<file path="src/ltt_pkg.sv">
package ltt_pkg;

    localparam int LINE_BITS   = 20;
    localparam int COLUMN_BITS = 16;
    localparam int BRACKET_MAX = 15;
    localparam int BR_BITS     = $clog2(BRACKET_MAX + 1);
    localparam int MAX_RES     = 6;
    localparam int RES_BITS    = $clog2(MAX_RES + 1);
    localparam int IDX_BITS    = $clog2(MAX_RES);
    localparam int Q_DEPTH     = 4;
    localparam int QP_BITS     = $clog2(Q_DEPTH);

    localparam logic [2:0] K_END    = 3'd0;
    localparam logic [2:0] K_SINGLE = 3'd1;
    localparam logic [2:0] K_STRING = 3'd2;
    localparam logic [2:0] K_NUMBER = 3'd3;
    localparam logic [2:0] K_KEYWD  = 3'd4;
    localparam logic [2:0] K_OPENC  = 3'd5;
    localparam logic [2:0] K_BADSTR = 3'd6;

    localparam logic [7:0] C_NL    = 8'h0a;
    localparam logic [7:0] C_UNDER = 8'h5f;
    localparam logic [7:0] C_LK    = 8'h6b;
    localparam logic [7:0] C_UK    = 8'h4b;
    localparam logic [7:0] C_LE    = 8'h65;
    localparam logic [7:0] C_UE    = 8'h45;
    localparam logic [7:0] C_THREE = 8'h33;
    localparam logic [7:0] C_QUOTE = 8'h22;
    localparam logic [7:0] C_BSL   = 8'h5c;
    localparam logic [7:0] C_SLASH = 8'h2f;
    localparam logic [7:0] C_STAR  = 8'h2a;
    localparam logic [7:0] C_LBR   = 8'h5b;
    localparam logic [7:0] C_RBR   = 8'h5d;
    localparam logic [7:0] C_DOT   = 8'h2e;
    localparam logic [7:0] C_PLUS  = 8'h2b;
    localparam logic [7:0] C_MINUS = 8'h2d;
    localparam logic [7:0] C_COLON = 8'h3a;

    typedef enum logic [15:0] {
        S_IDLE  = 16'h0001,
        S_BSL   = 16'h0002,
        S_SLASH = 16'h0004,
        S_LCOM  = 16'h0008,
        S_BCOM  = 16'h0010,
        S_STR   = 16'h0020,
        S_SESC  = 16'h0040,
        S_DOT   = 16'h0080,
        S_SIGN  = 16'h0100,
        S_SDOT  = 16'h0200,
        S_INT   = 16'h0400,
        S_FRAC  = 16'h0800,
        S_ESGN  = 16'h1000,
        S_EXP   = 16'h2000,
        S_ID    = 16'h4000,
        S_HALT  = 16'h8000
    } t_mode;

    typedef struct packed {
        logic [2:0]             kind;
        logic [7:0]             ch;
        logic                   valid;
        logic                   last;
        logic [LINE_BITS-1:0]   line;
        logic [COLUMN_BITS-1:0] column;
    } t_res;

    typedef struct packed {
        logic [RES_BITS-1:0] cnt;
        t_res [MAX_RES-1:0]  res;
    } t_group;

    function automatic logic is_digit(input logic [7:0] c);
        return c >= 8'h30 && c <= 8'h39;
    endfunction

    function automatic logic is_alpha(input logic [7:0] c);
        return (c >= 8'h61 && c <= 8'h7a) || (c >= 8'h41 && c <= 8'h5a);
    endfunction

    function automatic logic is_space(input logic [7:0] c);
        return c == 8'h20 || (c >= 8'h09 && c <= 8'h0d);
    endfunction

    function automatic t_res mk(input logic [2:0] kind, input logic [7:0] ch,
                                input logic valid, input logic last,
                                input logic [LINE_BITS-1:0] ln,
                                input logic [COLUMN_BITS-1:0] cl);
        t_res r;
        r.kind   = kind;
        r.ch     = ch;
        r.valid  = valid;
        r.last   = last;
        r.line   = ln;
        r.column = cl;
        return r;
    endfunction

endpackage

</file>
<file path="src/ltt_front.sv">
module ltt_front (
    input  logic                i_clk,
    input  logic                i_rst_n,
    input  logic                i_take,
    input  logic [7:0]          i_byte,
    input  logic                i_eoi,
    output logic                o_push,
    output ltt_pkg::t_group     o_group
);

    ltt_pkg::t_mode                      r_mode, n_mode;
    logic [ltt_pkg::LINE_BITS-1:0]       r_line, n_line, r_tl, n_tl;
    logic [ltt_pkg::COLUMN_BITS-1:0]     r_col, n_col, r_tc, n_tc;
    logic [7:0]                          r_look, n_look, r_sign, n_sign;
    logic [ltt_pkg::BR_BITS-1:0]         r_br, n_br;
    logic                                r_star, n_star;

    ltt_pkg::t_res [ltt_pkg::MAX_RES-1:0] res;
    logic [ltt_pkg::RES_BITS-1:0]         cnt;

    always_comb begin
        logic start;
        logic ntail;
        logic [7:0] b;
        n_mode = r_mode; n_line = r_line; n_col = r_col; n_tl = r_tl; n_tc = r_tc;
        n_look = r_look; n_sign = r_sign; n_br = r_br; n_star = r_star;
        res = '0;
        cnt = '0;
        start = 1'b0;
        ntail = 1'b0;
        b = i_byte;
        if (i_take && r_mode != ltt_pkg::S_HALT) begin
            if (i_eoi) begin
                case (r_mode)
                    ltt_pkg::S_BSL, ltt_pkg::S_SLASH, ltt_pkg::S_DOT: begin
                        res[cnt[ltt_pkg::IDX_BITS-1:0]] =
                            ltt_pkg::mk(ltt_pkg::K_SINGLE, r_look, 1'b1, 1'b1, r_tl, r_tc);
                        cnt = cnt + 1'b1;
                    end
                    ltt_pkg::S_SIGN, ltt_pkg::S_SDOT: begin
                        res[cnt[ltt_pkg::IDX_BITS-1:0]] =
                            ltt_pkg::mk(ltt_pkg::K_SINGLE, r_sign, 1'b1, 1'b1, r_tl, r_tc);
                        cnt = cnt + 1'b1;
                    end
                    ltt_pkg::S_INT, ltt_pkg::S_FRAC, ltt_pkg::S_ESGN, ltt_pkg::S_EXP: begin
                        res[cnt[ltt_pkg::IDX_BITS-1:0]] =
                            ltt_pkg::mk(ltt_pkg::K_NUMBER, 8'd0, 1'b0, 1'b1, r_tl, r_tc);
                        cnt = cnt + 1'b1;
                    end
                    ltt_pkg::S_ID: begin
                        res[cnt[ltt_pkg::IDX_BITS-1:0]] =
                            ltt_pkg::mk(ltt_pkg::K_KEYWD, 8'd0, 1'b0, 1'b1, r_tl, r_tc);
                        cnt = cnt + 1'b1;
                    end
                    ltt_pkg::S_STR, ltt_pkg::S_SESC: begin
                        res[cnt[ltt_pkg::IDX_BITS-1:0]] =
                            ltt_pkg::mk(ltt_pkg::K_BADSTR, 8'd0, 1'b0, 1'b1, r_tl, r_tc);
                        cnt = cnt + 1'b1;
                    end
                    ltt_pkg::S_BCOM: begin
                        res[cnt[ltt_pkg::IDX_BITS-1:0]] =
                            ltt_pkg::mk(ltt_pkg::K_OPENC, 8'd0, 1'b0, 1'b1, r_tl, r_tc);
                        cnt = cnt + 1'b1;
                    end
                    default: ;
                endcase
                if (r_mode != ltt_pkg::S_STR && r_mode != ltt_pkg::S_SESC &&
                    r_mode != ltt_pkg::S_BCOM) begin
                    res[cnt[ltt_pkg::IDX_BITS-1:0]] =
                        ltt_pkg::mk(ltt_pkg::K_END, 8'd0, 1'b0, 1'b1, '0, '0);
                    cnt = cnt + 1'b1;
                end
                n_mode = ltt_pkg::S_HALT;
            end else begin
                if (b == ltt_pkg::C_NL) begin
                    if (r_line != '1) n_line = r_line + 1'b1;
                    n_col = {{(ltt_pkg::COLUMN_BITS-1){1'b0}}, 1'b1};
                end else if (r_col != '1) begin
                    n_col = r_col + 1'b1;
                end
                case (r_mode)
                    ltt_pkg::S_IDLE: start = 1'b1;
                    ltt_pkg::S_BSL, ltt_pkg::S_SLASH: begin
                        if (r_mode == ltt_pkg::S_BSL && b == ltt_pkg::C_NL) begin
                            n_mode = ltt_pkg::S_IDLE;
                        end else if (r_mode == ltt_pkg::S_SLASH && b == ltt_pkg::C_SLASH) begin
                            n_mode = ltt_pkg::S_LCOM;
                        end else if (r_mode == ltt_pkg::S_SLASH && b == ltt_pkg::C_STAR) begin
                            n_star = 1'b0;
                            n_mode = ltt_pkg::S_BCOM;
                        end else begin
                            res[cnt[ltt_pkg::IDX_BITS-1:0]] =
                                ltt_pkg::mk(ltt_pkg::K_SINGLE, r_look, 1'b1, 1'b1, r_tl, r_tc);
                            cnt = cnt + 1'b1;
                            n_mode = ltt_pkg::S_IDLE;
                            start = 1'b1;
                        end
                    end
                    ltt_pkg::S_LCOM: if (b == ltt_pkg::C_NL) n_mode = ltt_pkg::S_IDLE;
                    ltt_pkg::S_BCOM: begin
                        if (b == ltt_pkg::C_SLASH && r_star) n_mode = ltt_pkg::S_IDLE;
                        n_star = (b == ltt_pkg::C_STAR);
                    end
                    ltt_pkg::S_STR: begin
                        if (b == ltt_pkg::C_QUOTE) begin
                            res[cnt[ltt_pkg::IDX_BITS-1:0]] =
                                ltt_pkg::mk(ltt_pkg::K_STRING, 8'd0, 1'b0, 1'b1, r_tl, r_tc);
                            cnt = cnt + 1'b1;
                            n_mode = ltt_pkg::S_IDLE;
                        end else if (b == ltt_pkg::C_BSL) begin
                            n_mode = ltt_pkg::S_SESC;
                        end else if (b == ltt_pkg::C_NL) begin
                            res[cnt[ltt_pkg::IDX_BITS-1:0]] =
                                ltt_pkg::mk(ltt_pkg::K_BADSTR, 8'd0, 1'b0, 1'b1, r_tl, r_tc);
                            cnt = cnt + 1'b1;
                            n_mode = ltt_pkg::S_HALT;
                        end else begin
                            res[cnt[ltt_pkg::IDX_BITS-1:0]] =
                                ltt_pkg::mk(ltt_pkg::K_STRING, b, 1'b1, 1'b0, r_tl, r_tc);
                            cnt = cnt + 1'b1;
                        end
                    end
                    ltt_pkg::S_SESC: begin
                        if (b != ltt_pkg::C_NL) begin
                            res[cnt[ltt_pkg::IDX_BITS-1:0]] =
                                ltt_pkg::mk(ltt_pkg::K_STRING, b, 1'b1, 1'b0, r_tl, r_tc);
                            cnt = cnt + 1'b1;
                        end
                        n_mode = ltt_pkg::S_STR;
                    end
                    ltt_pkg::S_DOT: begin
                        if (ltt_pkg::is_digit(b)) begin
                            res[0] = ltt_pkg::mk(ltt_pkg::K_NUMBER, ltt_pkg::C_DOT, 1'b1, 1'b0,
                                                 r_tl, r_tc);
                            res[1] = ltt_pkg::mk(ltt_pkg::K_NUMBER, b, 1'b1, 1'b0, r_tl, r_tc);
                            cnt = 3'd2;
                            n_mode = ltt_pkg::S_FRAC;
                        end else begin
                            res[0] = ltt_pkg::mk(ltt_pkg::K_SINGLE, ltt_pkg::C_DOT, 1'b1, 1'b1,
                                                 r_tl, r_tc);
                            cnt = 3'd1;
                            n_mode = ltt_pkg::S_IDLE;
                            start = 1'b1;
                        end
                    end
                    ltt_pkg::S_SIGN: begin
                        if (ltt_pkg::is_digit(b)) begin
                            res[0] = ltt_pkg::mk(ltt_pkg::K_NUMBER, r_sign, 1'b1, 1'b0, r_tl, r_tc);
                            res[1] = ltt_pkg::mk(ltt_pkg::K_NUMBER, b, 1'b1, 1'b0, r_tl, r_tc);
                            cnt = 3'd2;
                            n_mode = ltt_pkg::S_INT;
                        end else if (b == ltt_pkg::C_DOT || b == ltt_pkg::C_UNDER) begin
                            n_mode = ltt_pkg::S_SDOT;
                        end else begin
                            res[0] = ltt_pkg::mk(ltt_pkg::K_SINGLE, r_sign, 1'b1, 1'b1, r_tl, r_tc);
                            cnt = 3'd1;
                            n_mode = ltt_pkg::S_IDLE;
                            start = 1'b1;
                        end
                    end
                    ltt_pkg::S_SDOT: begin
                        if (ltt_pkg::is_digit(b)) begin
                            res[0] = ltt_pkg::mk(ltt_pkg::K_NUMBER, r_sign, 1'b1, 1'b0, r_tl, r_tc);
                            res[1] = ltt_pkg::mk(ltt_pkg::K_NUMBER, ltt_pkg::C_DOT, 1'b1, 1'b0,
                                                 r_tl, r_tc);
                            res[2] = ltt_pkg::mk(ltt_pkg::K_NUMBER, b, 1'b1, 1'b0, r_tl, r_tc);
                            cnt = 3'd3;
                            n_mode = ltt_pkg::S_FRAC;
                        end else if (b == ltt_pkg::C_LK || b == ltt_pkg::C_UK ||
                                     b == ltt_pkg::C_LE || b == ltt_pkg::C_UE) begin
                            res[0] = ltt_pkg::mk(ltt_pkg::K_NUMBER, r_sign, 1'b1, 1'b0, r_tl, r_tc);
                            res[1] = ltt_pkg::mk(ltt_pkg::K_NUMBER, ltt_pkg::C_DOT, 1'b1, 1'b0,
                                                 r_tl, r_tc);
                            cnt = 3'd2;
                            ntail = 1'b1;
                        end else begin
                            res[0] = ltt_pkg::mk(ltt_pkg::K_SINGLE, r_sign, 1'b1, 1'b1, r_tl, r_tc);
                            cnt = 3'd1;
                            n_mode = ltt_pkg::S_IDLE;
                            start = 1'b1;
                        end
                        n_sign = 8'd0;
                    end
                    ltt_pkg::S_INT: begin
                        if (ltt_pkg::is_digit(b)) begin
                            res[0] = ltt_pkg::mk(ltt_pkg::K_NUMBER, b, 1'b1, 1'b0, r_tl, r_tc);
                            cnt = 3'd1;
                        end else if (b == ltt_pkg::C_DOT || b == ltt_pkg::C_UNDER) begin
                            res[0] = ltt_pkg::mk(ltt_pkg::K_NUMBER, ltt_pkg::C_DOT, 1'b1, 1'b0,
                                                 r_tl, r_tc);
                            cnt = 3'd1;
                            n_mode = ltt_pkg::S_FRAC;
                        end else begin
                            ntail = 1'b1;
                        end
                    end
                    ltt_pkg::S_FRAC: begin
                        if (ltt_pkg::is_digit(b)) begin
                            res[0] = ltt_pkg::mk(ltt_pkg::K_NUMBER, b, 1'b1, 1'b0, r_tl, r_tc);
                            cnt = 3'd1;
                        end else begin
                            ntail = 1'b1;
                        end
                    end
                    ltt_pkg::S_ESGN, ltt_pkg::S_EXP: begin
                        if (ltt_pkg::is_digit(b) || (r_mode == ltt_pkg::S_ESGN &&
                            (b == ltt_pkg::C_PLUS || b == ltt_pkg::C_MINUS))) begin
                            res[0] = ltt_pkg::mk(ltt_pkg::K_NUMBER, b, 1'b1, 1'b0, r_tl, r_tc);
                            cnt = 3'd1;
                            n_mode = ltt_pkg::S_EXP;
                        end else begin
                            res[0] = ltt_pkg::mk(ltt_pkg::K_NUMBER, 8'd0, 1'b0, 1'b1, r_tl, r_tc);
                            cnt = 3'd1;
                            n_mode = ltt_pkg::S_IDLE;
                            start = 1'b1;
                        end
                    end
                    ltt_pkg::S_ID: begin
                        if (b == ltt_pkg::C_LBR || b == ltt_pkg::C_RBR ||
                            ltt_pkg::is_alpha(b) || ltt_pkg::is_digit(b) ||
                            b == ltt_pkg::C_UNDER || b == ltt_pkg::C_DOT ||
                            b == ltt_pkg::C_MINUS || (b == ltt_pkg::C_COLON && r_br != '0)) begin
                            if (b == ltt_pkg::C_LBR &&
                                r_br < ltt_pkg::BR_BITS'(ltt_pkg::BRACKET_MAX)) n_br = r_br + 1'b1;
                            if (b == ltt_pkg::C_RBR && r_br != '0) n_br = r_br - 1'b1;
                            res[0] = ltt_pkg::mk(ltt_pkg::K_KEYWD, b, 1'b1, 1'b0, r_tl, r_tc);
                            cnt = 3'd1;
                        end else begin
                            res[0] = ltt_pkg::mk(ltt_pkg::K_KEYWD, 8'd0, 1'b0, 1'b1, r_tl, r_tc);
                            cnt = 3'd1;
                            n_mode = ltt_pkg::S_IDLE;
                            start = 1'b1;
                        end
                    end
                    default: ;
                endcase
                // number suffix or end after the mantissa
                if (ntail) begin
                    if (b == ltt_pkg::C_LK || b == ltt_pkg::C_UK) begin
                        res[cnt[ltt_pkg::IDX_BITS-1:0]] =
                            ltt_pkg::mk(ltt_pkg::K_NUMBER, ltt_pkg::C_LE, 1'b1, 1'b0, r_tl, r_tc);
                        cnt = cnt + 1'b1;
                        res[cnt[ltt_pkg::IDX_BITS-1:0]] =
                            ltt_pkg::mk(ltt_pkg::K_NUMBER, ltt_pkg::C_THREE, 1'b1, 1'b0,
                                        r_tl, r_tc);
                        cnt = cnt + 1'b1;
                        res[cnt[ltt_pkg::IDX_BITS-1:0]] =
                            ltt_pkg::mk(ltt_pkg::K_NUMBER, 8'd0, 1'b0, 1'b1, r_tl, r_tc);
                        cnt = cnt + 1'b1;
                        n_mode = ltt_pkg::S_IDLE;
                    end else if (b == ltt_pkg::C_LE || b == ltt_pkg::C_UE) begin
                        res[cnt[ltt_pkg::IDX_BITS-1:0]] =
                            ltt_pkg::mk(ltt_pkg::K_NUMBER, b, 1'b1, 1'b0, r_tl, r_tc);
                        cnt = cnt + 1'b1;
                        n_mode = ltt_pkg::S_ESGN;
                    end else begin
                        res[cnt[ltt_pkg::IDX_BITS-1:0]] =
                            ltt_pkg::mk(ltt_pkg::K_NUMBER, 8'd0, 1'b0, 1'b1, r_tl, r_tc);
                        cnt = cnt + 1'b1;
                        n_mode = ltt_pkg::S_IDLE;
                        start = 1'b1;
                    end
                end
                // open a new token from idle, or rescan the byte after a close
                if (start) begin
                    if (r_mode == ltt_pkg::S_BSL || r_mode == ltt_pkg::S_SLASH ||
                        r_mode == ltt_pkg::S_DOT) n_look = 8'd0;
                    if (r_mode == ltt_pkg::S_SIGN) n_sign = 8'd0;
                    if (!ltt_pkg::is_space(b)) begin
                        n_tl = r_line;
                        n_tc = r_col;
                        if (b == ltt_pkg::C_BSL) begin
                            n_look = b;
                            n_mode = ltt_pkg::S_BSL;
                        end else if (b == ltt_pkg::C_SLASH) begin
                            n_look = b;
                            n_mode = ltt_pkg::S_SLASH;
                        end else if (b == ltt_pkg::C_QUOTE) begin
                            n_mode = ltt_pkg::S_STR;
                        end else if (ltt_pkg::is_digit(b)) begin
                            res[cnt[ltt_pkg::IDX_BITS-1:0]] =
                                ltt_pkg::mk(ltt_pkg::K_NUMBER, b, 1'b1, 1'b0, r_line, r_col);
                            cnt = cnt + 1'b1;
                            n_mode = ltt_pkg::S_INT;
                        end else if (b == ltt_pkg::C_DOT) begin
                            n_look = b;
                            n_mode = ltt_pkg::S_DOT;
                        end else if (b == ltt_pkg::C_PLUS || b == ltt_pkg::C_MINUS) begin
                            n_sign = b;
                            n_mode = ltt_pkg::S_SIGN;
                        end else if (ltt_pkg::is_alpha(b) || b == ltt_pkg::C_UNDER) begin
                            n_br = '0;
                            res[cnt[ltt_pkg::IDX_BITS-1:0]] =
                                ltt_pkg::mk(ltt_pkg::K_KEYWD, b, 1'b1, 1'b0, r_line, r_col);
                            cnt = cnt + 1'b1;
                            n_mode = ltt_pkg::S_ID;
                        end else begin
                            res[cnt[ltt_pkg::IDX_BITS-1:0]] =
                                ltt_pkg::mk(ltt_pkg::K_SINGLE, b, 1'b1, 1'b1, r_line, r_col);
                            cnt = cnt + 1'b1;
                        end
                    end
                end else if (r_mode == ltt_pkg::S_BSL || r_mode == ltt_pkg::S_SLASH ||
                             r_mode == ltt_pkg::S_DOT) begin
                    n_look = 8'd0;
                end
            end
        end
    end

    assign o_push        = cnt != '0;
    assign o_group.cnt   = cnt;
    assign o_group.res   = res;

    always_ff @(posedge i_clk) begin
        if (!i_rst_n) begin
            r_mode <= ltt_pkg::S_IDLE;
            r_line <= {{(ltt_pkg::LINE_BITS-1){1'b0}}, 1'b1};
            r_col  <= {{(ltt_pkg::COLUMN_BITS-1){1'b0}}, 1'b1};
            r_tl   <= '0;
            r_tc   <= '0;
            r_look <= '0;
            r_sign <= '0;
            r_br   <= '0;
            r_star <= 1'b0;
        end else begin
            r_mode <= n_mode;
            r_line <= n_line;
            r_col  <= n_col;
            r_tl   <= n_tl;
            r_tc   <= n_tc;
            r_look <= n_look;
            r_sign <= n_sign;
            r_br   <= n_br;
            r_star <= n_star;
        end
    end

    a_halt_holds: assert property (@(posedge i_clk) disable iff (!i_rst_n)
        r_mode == ltt_pkg::S_HALT |=> r_mode == ltt_pkg::S_HALT)
        else $error("lexer left halt");
    a_halt_silent: assert property (@(posedge i_clk) disable iff (!i_rst_n)
        r_mode == ltt_pkg::S_HALT |-> !o_push)
        else $error("halted lexer produced a result");
    a_counters_nonzero: assert property (@(posedge i_clk) disable iff (!i_rst_n)
        r_line != '0 && r_col != '0)
        else $error("position counter reached zero");
    a_count_bound: assert property (@(posedge i_clk) disable iff (!i_rst_n)
        cnt <= ltt_pkg::RES_BITS'(ltt_pkg::MAX_RES))
        else $error("too many results for one byte");

endmodule

</file>
<file path="src/ltt_back.sv">
module ltt_back (
    input  logic                i_clk,
    input  logic                i_rst_n,
    input  logic                i_push,
    input  ltt_pkg::t_group     i_group,
    output logic                o_full,
    output logic                o_valid,
    input  logic                i_ready,
    output ltt_pkg::t_res       o_res
);

    ltt_pkg::t_group                 r_q [ltt_pkg::Q_DEPTH];
    logic [ltt_pkg::QP_BITS-1:0]     r_wp, r_rp;
    logic [ltt_pkg::QP_BITS:0]       r_cnt;
    logic [ltt_pkg::IDX_BITS-1:0]    r_idx;
    ltt_pkg::t_group                 head;
    logic                            step, pop;

    assign head    = r_q[r_rp];
    assign o_full  = r_cnt == (ltt_pkg::QP_BITS+1)'(ltt_pkg::Q_DEPTH);
    assign o_valid = r_cnt != '0;
    assign o_res   = head.res[r_idx];
    assign step    = o_valid && i_ready;
    // drop the group once its last result has gone
    assign pop     = step && (ltt_pkg::RES_BITS'(r_idx) == head.cnt - 1'b1);

    always_ff @(posedge i_clk) begin
        if (i_push) r_q[r_wp] <= i_group;
    end

    always_ff @(posedge i_clk) begin
        if (!i_rst_n) begin
            r_wp  <= '0;
            r_rp  <= '0;
            r_cnt <= '0;
            r_idx <= '0;
        end else begin
            if (i_push) r_wp <= r_wp + 1'b1;
            if (pop) begin
                r_rp  <= r_rp + 1'b1;
                r_idx <= '0;
            end else if (step) begin
                r_idx <= r_idx + 1'b1;
            end
            r_cnt <= r_cnt + (ltt_pkg::QP_BITS+1)'(i_push) - (ltt_pkg::QP_BITS+1)'(pop);
        end
    end

    a_no_overflow: assert property (@(posedge i_clk) disable iff (!i_rst_n)
        o_full |-> !i_push)
        else $error("push into full queue");
    a_head_nonempty: assert property (@(posedge i_clk) disable iff (!i_rst_n)
        o_valid |-> head.cnt != '0 && ltt_pkg::RES_BITS'(r_idx) < head.cnt)
        else $error("result index outside its group");
    a_last_pops: assert property (@(posedge i_clk) disable iff (!i_rst_n)
        step && o_res.last && o_res.kind == ltt_pkg::K_END |-> pop)
        else $error("end marker not last of its group");

endmodule

</file>
<file path="src/liberty_text_tokenizer.sv">
// Each accepted byte's results enter a four-group result queue as one group and are
// offered from its head in order. Throughput: one byte per cycle while each byte
// yields at most one result and the output is ready; a byte with n results holds
// the output for n handshakes, and the queue absorbs such bursts before input stalls.
// Reset (synchronous, active low): idle, line and column 1, queue empty.
module liberty_text_tokenizer (
    input  logic        i_clk,
    input  logic        i_rst_n,
    input  logic        i_valid,
    output logic        o_ready,
    input  logic [7:0]  i_text_byte,
    input  logic        i_end_of_input,
    output logic        o_valid,
    input  logic        i_ready,
    output logic [2:0]  o_token_kind,
    output logic [7:0]  o_text_char,
    output logic        o_text_valid,
    output logic        o_token_last,
    output logic [19:0] o_start_line,
    output logic [15:0] o_start_column
);

    logic             full, push;
    ltt_pkg::t_group  grp;
    ltt_pkg::t_res    res;

    assign o_ready = !full;

    ltt_front u_front (
        .i_clk   (i_clk),
        .i_rst_n (i_rst_n),
        .i_take  (i_valid && !full),
        .i_byte  (i_text_byte),
        .i_eoi   (i_end_of_input),
        .o_push  (push),
        .o_group (grp)
    );

    ltt_back u_back (
        .i_clk   (i_clk),
        .i_rst_n (i_rst_n),
        .i_push  (push),
        .i_group (grp),
        .o_full  (full),
        .o_valid (o_valid),
        .i_ready (i_ready),
        .o_res   (res)
    );

    assign o_token_kind   = res.kind;
    assign o_text_char    = res.ch;
    assign o_text_valid   = res.valid;
    assign o_token_last   = res.last;
    assign o_start_line   = res.line;
    assign o_start_column = res.column;

endmodule

</file>
<file path="config.mk">
export PLATFORM = sky130hd
export DESIGN_NAME = liberty_text_tokenizer
export DESIGN_NICKNAME = d
export VERILOG_FILES = /design/src/ltt_pkg.sv /design/src/ltt_front.sv /design/src/ltt_back.sv /design/src/liberty_text_tokenizer.sv
export SDC_FILE = /design/constraint.sdc
export NUM_CORES = 2
export LEC_CHECK = 0
export BUFFER_PORTS_ARGS = -buffer_cell sky130_fd_sc_hd__buf_2
export CAP_MARGIN = 15
export CORE_MARGIN = 4
export CORE_UTILIZATION = 35
export CTS_CLUSTER_DIAMETER = 200
export CTS_CLUSTER_SIZE = 40
export DETAILED_ROUTE_END_ITERATION = 6
export HOLD_SLACK_MARGIN = 0.1
export SKIP_LAST_GASP = 1
export SLEW_MARGIN = 20
export SYNTH_ARGS = -nofsm -noshare
export SYNTH_HDL_FRONTEND = slang
export SYNTH_SLANG_ARGS = --single-unit
</file>
<file path="constraint.sdc">
create_clock -name i_clk -period 18 [get_ports i_clk]
set_input_delay 2.7 -clock i_clk [delete_from_list [all_inputs] [get_ports i_clk]]
set_output_delay 2.7 -clock i_clk [all_outputs]
set_load 0.005 [all_outputs]
</file>
### After elaboration in Yosys (flattened, before gate mapping)

Memory sizes are Yosys's and may differ from the RTL's. A register that Yosys moved wholly into a read port is not among the register bits.
Index checks and enable logic that the tools add are counted.

| cells by class | value |
|---|---|
| add/sub/neg operators | 15 |
| reductions and logical operators | 63 |
| bitwise logic cells | 6 |
| order comparisons | 20 |
| mux-type cells | 195 |
| equal/unequal tests | 44 |

Operator list:

| cell | count |
|---|---|
| 2-to-1 mux 294 bit | 17 |
| bitwise mux 294 bit | 8 |
| 2-to-1 mux 49 bit | 22 |
| demux 49 bit (select 3 bit) | 5 |
| case mux 49 bit (10 select lines) | 1 |
| 2-to-1 mux 16 bit | 25 |
| case mux 49 bit (6 select lines) | 1 |
| AND 48 x 288 -> 288 bit | 1 |
| 2-to-1 mux 48 bit | 6 |
| inverter 288 bit | 1 |
| case mux 16 bit (11 select lines) | 1 |
| binary-select mux 49 bit (select 3 bit) | 1 |
| 2-to-1 mux 8 bit | 18 |
| 2-to-1 mux 98 bit | 1 |
| case mux 49 bit (2 select lines) | 1 |
| 2-to-1 mux 47 bit | 2 |
| 2-to-1 mux 46 bit | 2 |
| 2-to-1 mux 3 bit | 24 |
| equality test 8 x 6 -> 1 bit, second input constant | 8 |
| equality test 8 x 7 -> 1 bit, second input constant | 8 |
| 2-to-1 mux 4 bit | 13 |
| != test 16 bit, second input constant | 2 |
| 2-to-1 mux 1 bit | 31 |
| case mux 3 bit (9 select lines) | 1 |
| other kinds (69) | 143 |

| storage, ports and cells | value |
|---|---|
| register bits | 119 |
| logic and storage cells | 357 |
| RAM bits | 1,188 |
| output and inout port bits | 51 |
| memories | 1 |

Memories:

| name | words | bits a word | read ports | clocked after Yosys merged registers in | wr ports | line | source |
|---|---|---|---|---|---|---|---|
| u_back.r_q | 4 | 297 | 1 | 1 | 1 | ltt_back.sv:12 | `ltt_pkg::t_group r_q [ltt_pkg::Q_DEPTH];` |

### Depth between registers and ports, before layout

| logic depth | value |
|---|---|
| depth in word-level cells | 32 |
| gate-level depth with buffers | 25 |

### Hierarchy

From an unflattened synthesis, not the netlist that was laid out.

| second synthesis, totals | value |
|---|---|
| cells, all modules | 3,716 |
| area, all modules | 57,104.8 um^2 |

By module, submodules not included:

| module | cells an instance | area an instance (um^2) | sequential area each (um^2) | times used |
|---|---|---|---|---|
| ltt_back | 2,080 | 46,294.4 | 35,914.4 | 1 |
| ltt_front | 1,634 | 10,800.4 | 2,182.1 | 1 |
| liberty_text_tokenizer | 2 | 10.0 | 0.0 | 1 |

### Worst setup path before layout

Ideal clock, no wire load.

| timing | value |
|---|---|
| path type | input -> register |
| start point | input i_text_byte[1] |
| end point | memory u_back.r_q[0][0] in the netlist's numbering (enable) |
| data required time | 17.302 ns |
| library setup time | 0.698 ns |
| cell stages on the path | 15 |
| setup slack | 4.397 ns |
| arrival time | 12.906 ns |
| cells stage by stage | clkbuf_1 > or4bb_1 > nor3_2 > o32ai_1 > nor4_1 > nand3b_1 > ha_1 > xnor2_1 > o21ai_1 > ha_1 > nand2_1 > or3_1 > a21oi_1 > a2111o_1 > and2_1 |

RTL lines:

| element | line | source |
|---|---|---|
| start: declaration | liberty_text_tokenizer.sv:11 | `input logic [7:0] i_text_byte,` |
| end: declaration | ltt_back.sv:12 |  |

==> impl_metrics.env <==
export IMPL_drive_gt1_share_pct=16.6
export IMPL_netlist_area_sq_um=55900
export IMPL_final_common_cell="edfxtp_1"
export IMPL_async_flop_share_pct=0
export IMPL_synth_edf_count=1188
export IMPL_hold_class="reg -> reg"
export IMPL_avgSynthCellArea_sq_um=16.1
export IMPL_setup_viol=0
export IMPL_gr_usage_all_layers_pct=17.3
export IMPL_worst_slew_pin_slew_ns=1.15
export IMPL_via_per_inst=5.76
export IMPL_fin_util_pct=37.7
export IMPL_grt_max_degree=144
export IMPL_min_period_ns=9.81
export IMPL_place_congestion=0.923
export IMPL_final_cell_mix="1188 x edfxtp_1, 346 x mux4_2, 228 x nand2_1, 228 x a21oi_1, 191 x nor2_1"
export IMPL_area_growth_pct=7.01
export IMPL_fp_row_count=146
export IMPL_ys_ff_latch=1309
export IMPL_slowest_stage="buf_4"
export IMPL_crit_fanout=63
export IMPL_cts_hold_buf=0
export IMPL_crit_type="in -> reg"
export IMPL_p_per_area_nw_per_um2=105
export IMPL_placed_area_sq_um=58700
export IMPL_max_cap_violations=0
export IMPL_ant_nets=0
export IMPL_register_area_sq_um=38100
export IMPL_dr_pass1_iters=6
export IMPL_ir_drop_uv=95.0
export IMPL_netlist_instances=3477
export IMPL_worstPathArrival_ns=10.10
export IMPL_setup_slack_ns=8.19
export IMPL_multiInputGateArea_sq_um=16800
export IMPL_stdcell_area_sq_um=59800
export IMPL_path_cells="buf_2 -> nor4bb_1 -> and3_1 -> o32ai_1 -> nor4_1 -> nand3b_1 -> inv_1 -> ha_1 -> nand2_1 -> o21ai_0 -> nor2_1 -> or3_1 -> a21oi_1 -> a2111o_1 -> and2_4 -> buf_4 -> buf_4"
export IMPL_start_kind="primary input"
export IMPL_path_delay_family="simple AND/OR/NAND/NOR gates"
export IMPL_power_total_uw=6300
export IMPL_nFillCells=14700
export IMPL_cts_tree="built"
export IMPL_fin_nets=3455
export IMPL_clkSlewWorstSetupHoldPaths_ns=0.17
export IMPL_power_leakage_uw=0.0171
export IMPL_dieArea_sq_um=166000
export IMPL_routed_wl_mm=148
export IMPL_die_h_um=408
export IMPL_max_freq_mhz=102
export IMPL_synth_cell_types=86
export IMPL_drt_iter0_drc=3355
export IMPL_cts_buffers=38
export IMPL_cts_repair_resized=0
export IMPL_cts_sink_count=1309
export IMPL_fin_tns_setup_ns=0
export IMPL_crit_required_ns=18.29
export IMPL_synth_ff_type="edfxtp_1"
export IMPL_grt_pass1_wl_mm=218
export IMPL_crit_path_frequent_cell="buf_4"
export IMPL_cp_end_kind="flop"
export IMPL_port_buffers=63
export IMPL_clockBufferDepth=3
export IMPL_start_util_pct=35.2
export IMPL_grt_overflow_total=0
export IMPL_clkLatencyLatePin_ns=0.68
export IMPL_rsz0062_at_grt="no"
export IMPL_grt_pass1_vias=31500
export IMPL_dr_total_vias=31800
export IMPL_fp_coreArea_sq_um=159000
export IMPL_cts_root_buf="clkbuf_16"
export IMPL_io_pins=64
export IMPL_period_share_pct=54.5
export IMPL_slew_headroom_pct=23.2
export IMPL_dp_hpwl_mm=84.9
export IMPL_hold_violations=0
export IMPL_ys_warn_count=0
export IMPL_dp_slack_ns=7.56
export IMPL_h_tree_depth=2
export IMPL_die_x_um=408
export IMPL_ys_seq_area_share_pct=68.2
export IMPL_antenna_found_initial=9
export IMPL_cts_setup_buffers=0
export IMPL_status="finished clean"
export IMPL_drc=0
export IMPL_skew_ns=0.0353
export IMPL_path_buf_inv=4
export IMPL_max_stage_delay_ns=0.89
export IMPL_report_final_slew_viol_count=0
export IMPL_wl_per_cell_um=26.8
-- final cells by class --
| cell class | instances | share of cell area, % |
|---|---|---|
| sequential | 1309 | 63.7 |
| multi-input combinational | 1864 | 28.1 |
| tap | 2072 | 4.34 |
| clock buffer | 66 | 1.80 |
| timing repair buffer | 129 | 1.44 |
| inverter | 78 | 0.490 |
| clock inverter | 3 | 0.0753 |
| antenna | 4 | 0.0167 |
-- power by group --
part	total, uW	internal, uW	switching (uW)
combinational	1270	544	730
clock	1280	425	852
sequential	3750	3640	106
-- synth_stat cells, types with 7 or more instances --
cell type	count	area, sq um
a211oi_1	11	82.6
a21oi_1	230	1150
a221oi_1	7	61.3
a22o_1	42	368
a22oi_1	72	541
a31oi_1	11	68.8
and2_1	95	594
and3_1	16	100
buf_1	48	180
buf_2	16	80.1
clkbuf_1	189	709
dfxtp_1	121	2420
edfxtp_1	1188	35700
ha_1	21	263
inv_1	76	285
mux2i_1	53	531
mux4_2	346	7790
nand2_1	231	867
nand2b_1	15	93.8
nand3_1	82	410
nand4_1	15	93.8
nor2_1	193	724
nor3_1	52	260
nor3b_1	7	52.6
nor4_1	17	106
nor4b_1	8	70.1
o21ai_0	67	335
o22ai_1	53	332
or3_1	22	138
xnor2_1	25	219
xor2_1	19	166
-- sequential cells by signal, summed over array words and instances (netlist names), named ones only --
name            cells
u_back.r_cnt        3
u_back.r_idx        3
u_back.r_q       1188
u_back.r_rp         2
u_back.r_wp         2
u_front.r_br        4
u_front.r_col      16
u_front.r_line     20
u_front.r_look      8
u_front.r_mode     16
u_front.r_sign      8
u_front.r_star      1
u_front.r_tc       16
u_front.r_tl       20
-- cells by family (layout without fill, tap and decap cells) --
logic type	after synthesis	in the layout	share of synthesized area, %
AO/OA/AOI/OAI	566	566	6.38
XOR/XNOR	44	44	0.690
AND/OR/NAND/NOR	805	805	7.10
flip-flops	1309	1309	68.2
buffers and inverters	331	276	2.26
other	1	32	0.00671
adder cells (fa/ha/maj)	22	22	0.506
multiplexers	399	399	14.9
-- path summary, 6_finish.rpt --
path / cells past startpoint / endpoint / start / slack, ns
setup / recovery: 17 / u_back.r_q[1][33] / i_text_byte[4] / 8.19
hold / removal: 2 / u_front.r_sign[6] / u_front.r_sign[6] / 0.48
setup reg to reg: 16 / u_back.r_q[1][33] / u_front.r_mode[0] / 10.11
hold reg to reg: 2 / u_front.r_sign[6] / u_front.r_sign[6] / 0.48
-- metrics by stage --
stage,hold slack (ns),std cells
after global placement,0.463,5452
after global routing,0.500,5521
final,0.480,5525
after detailed placement,0.457,5452
after CTS,0.479,5521
after floorplan,0.424,3504
-- tightest hold or removal path, cell delays in order (launching register included) --
cell and delay [ns]:
dfxtp_1 0.35, inv_1 0.07, nor2_1 0.04
-- metal layers --
layer | track usage, % | part of all wire (%) | up-vias
li1 | - | - | 13600
met1 | 24.2 | 42 | 16800
met2 | 28.1 | 48 | 1246
met3 | 2.79 | 7.4 | 251
met4 | 5.08 | 3.1 | 0
met5 | 0 | 0 | -
Note: power is estimated with default switching activity, not from simulation.
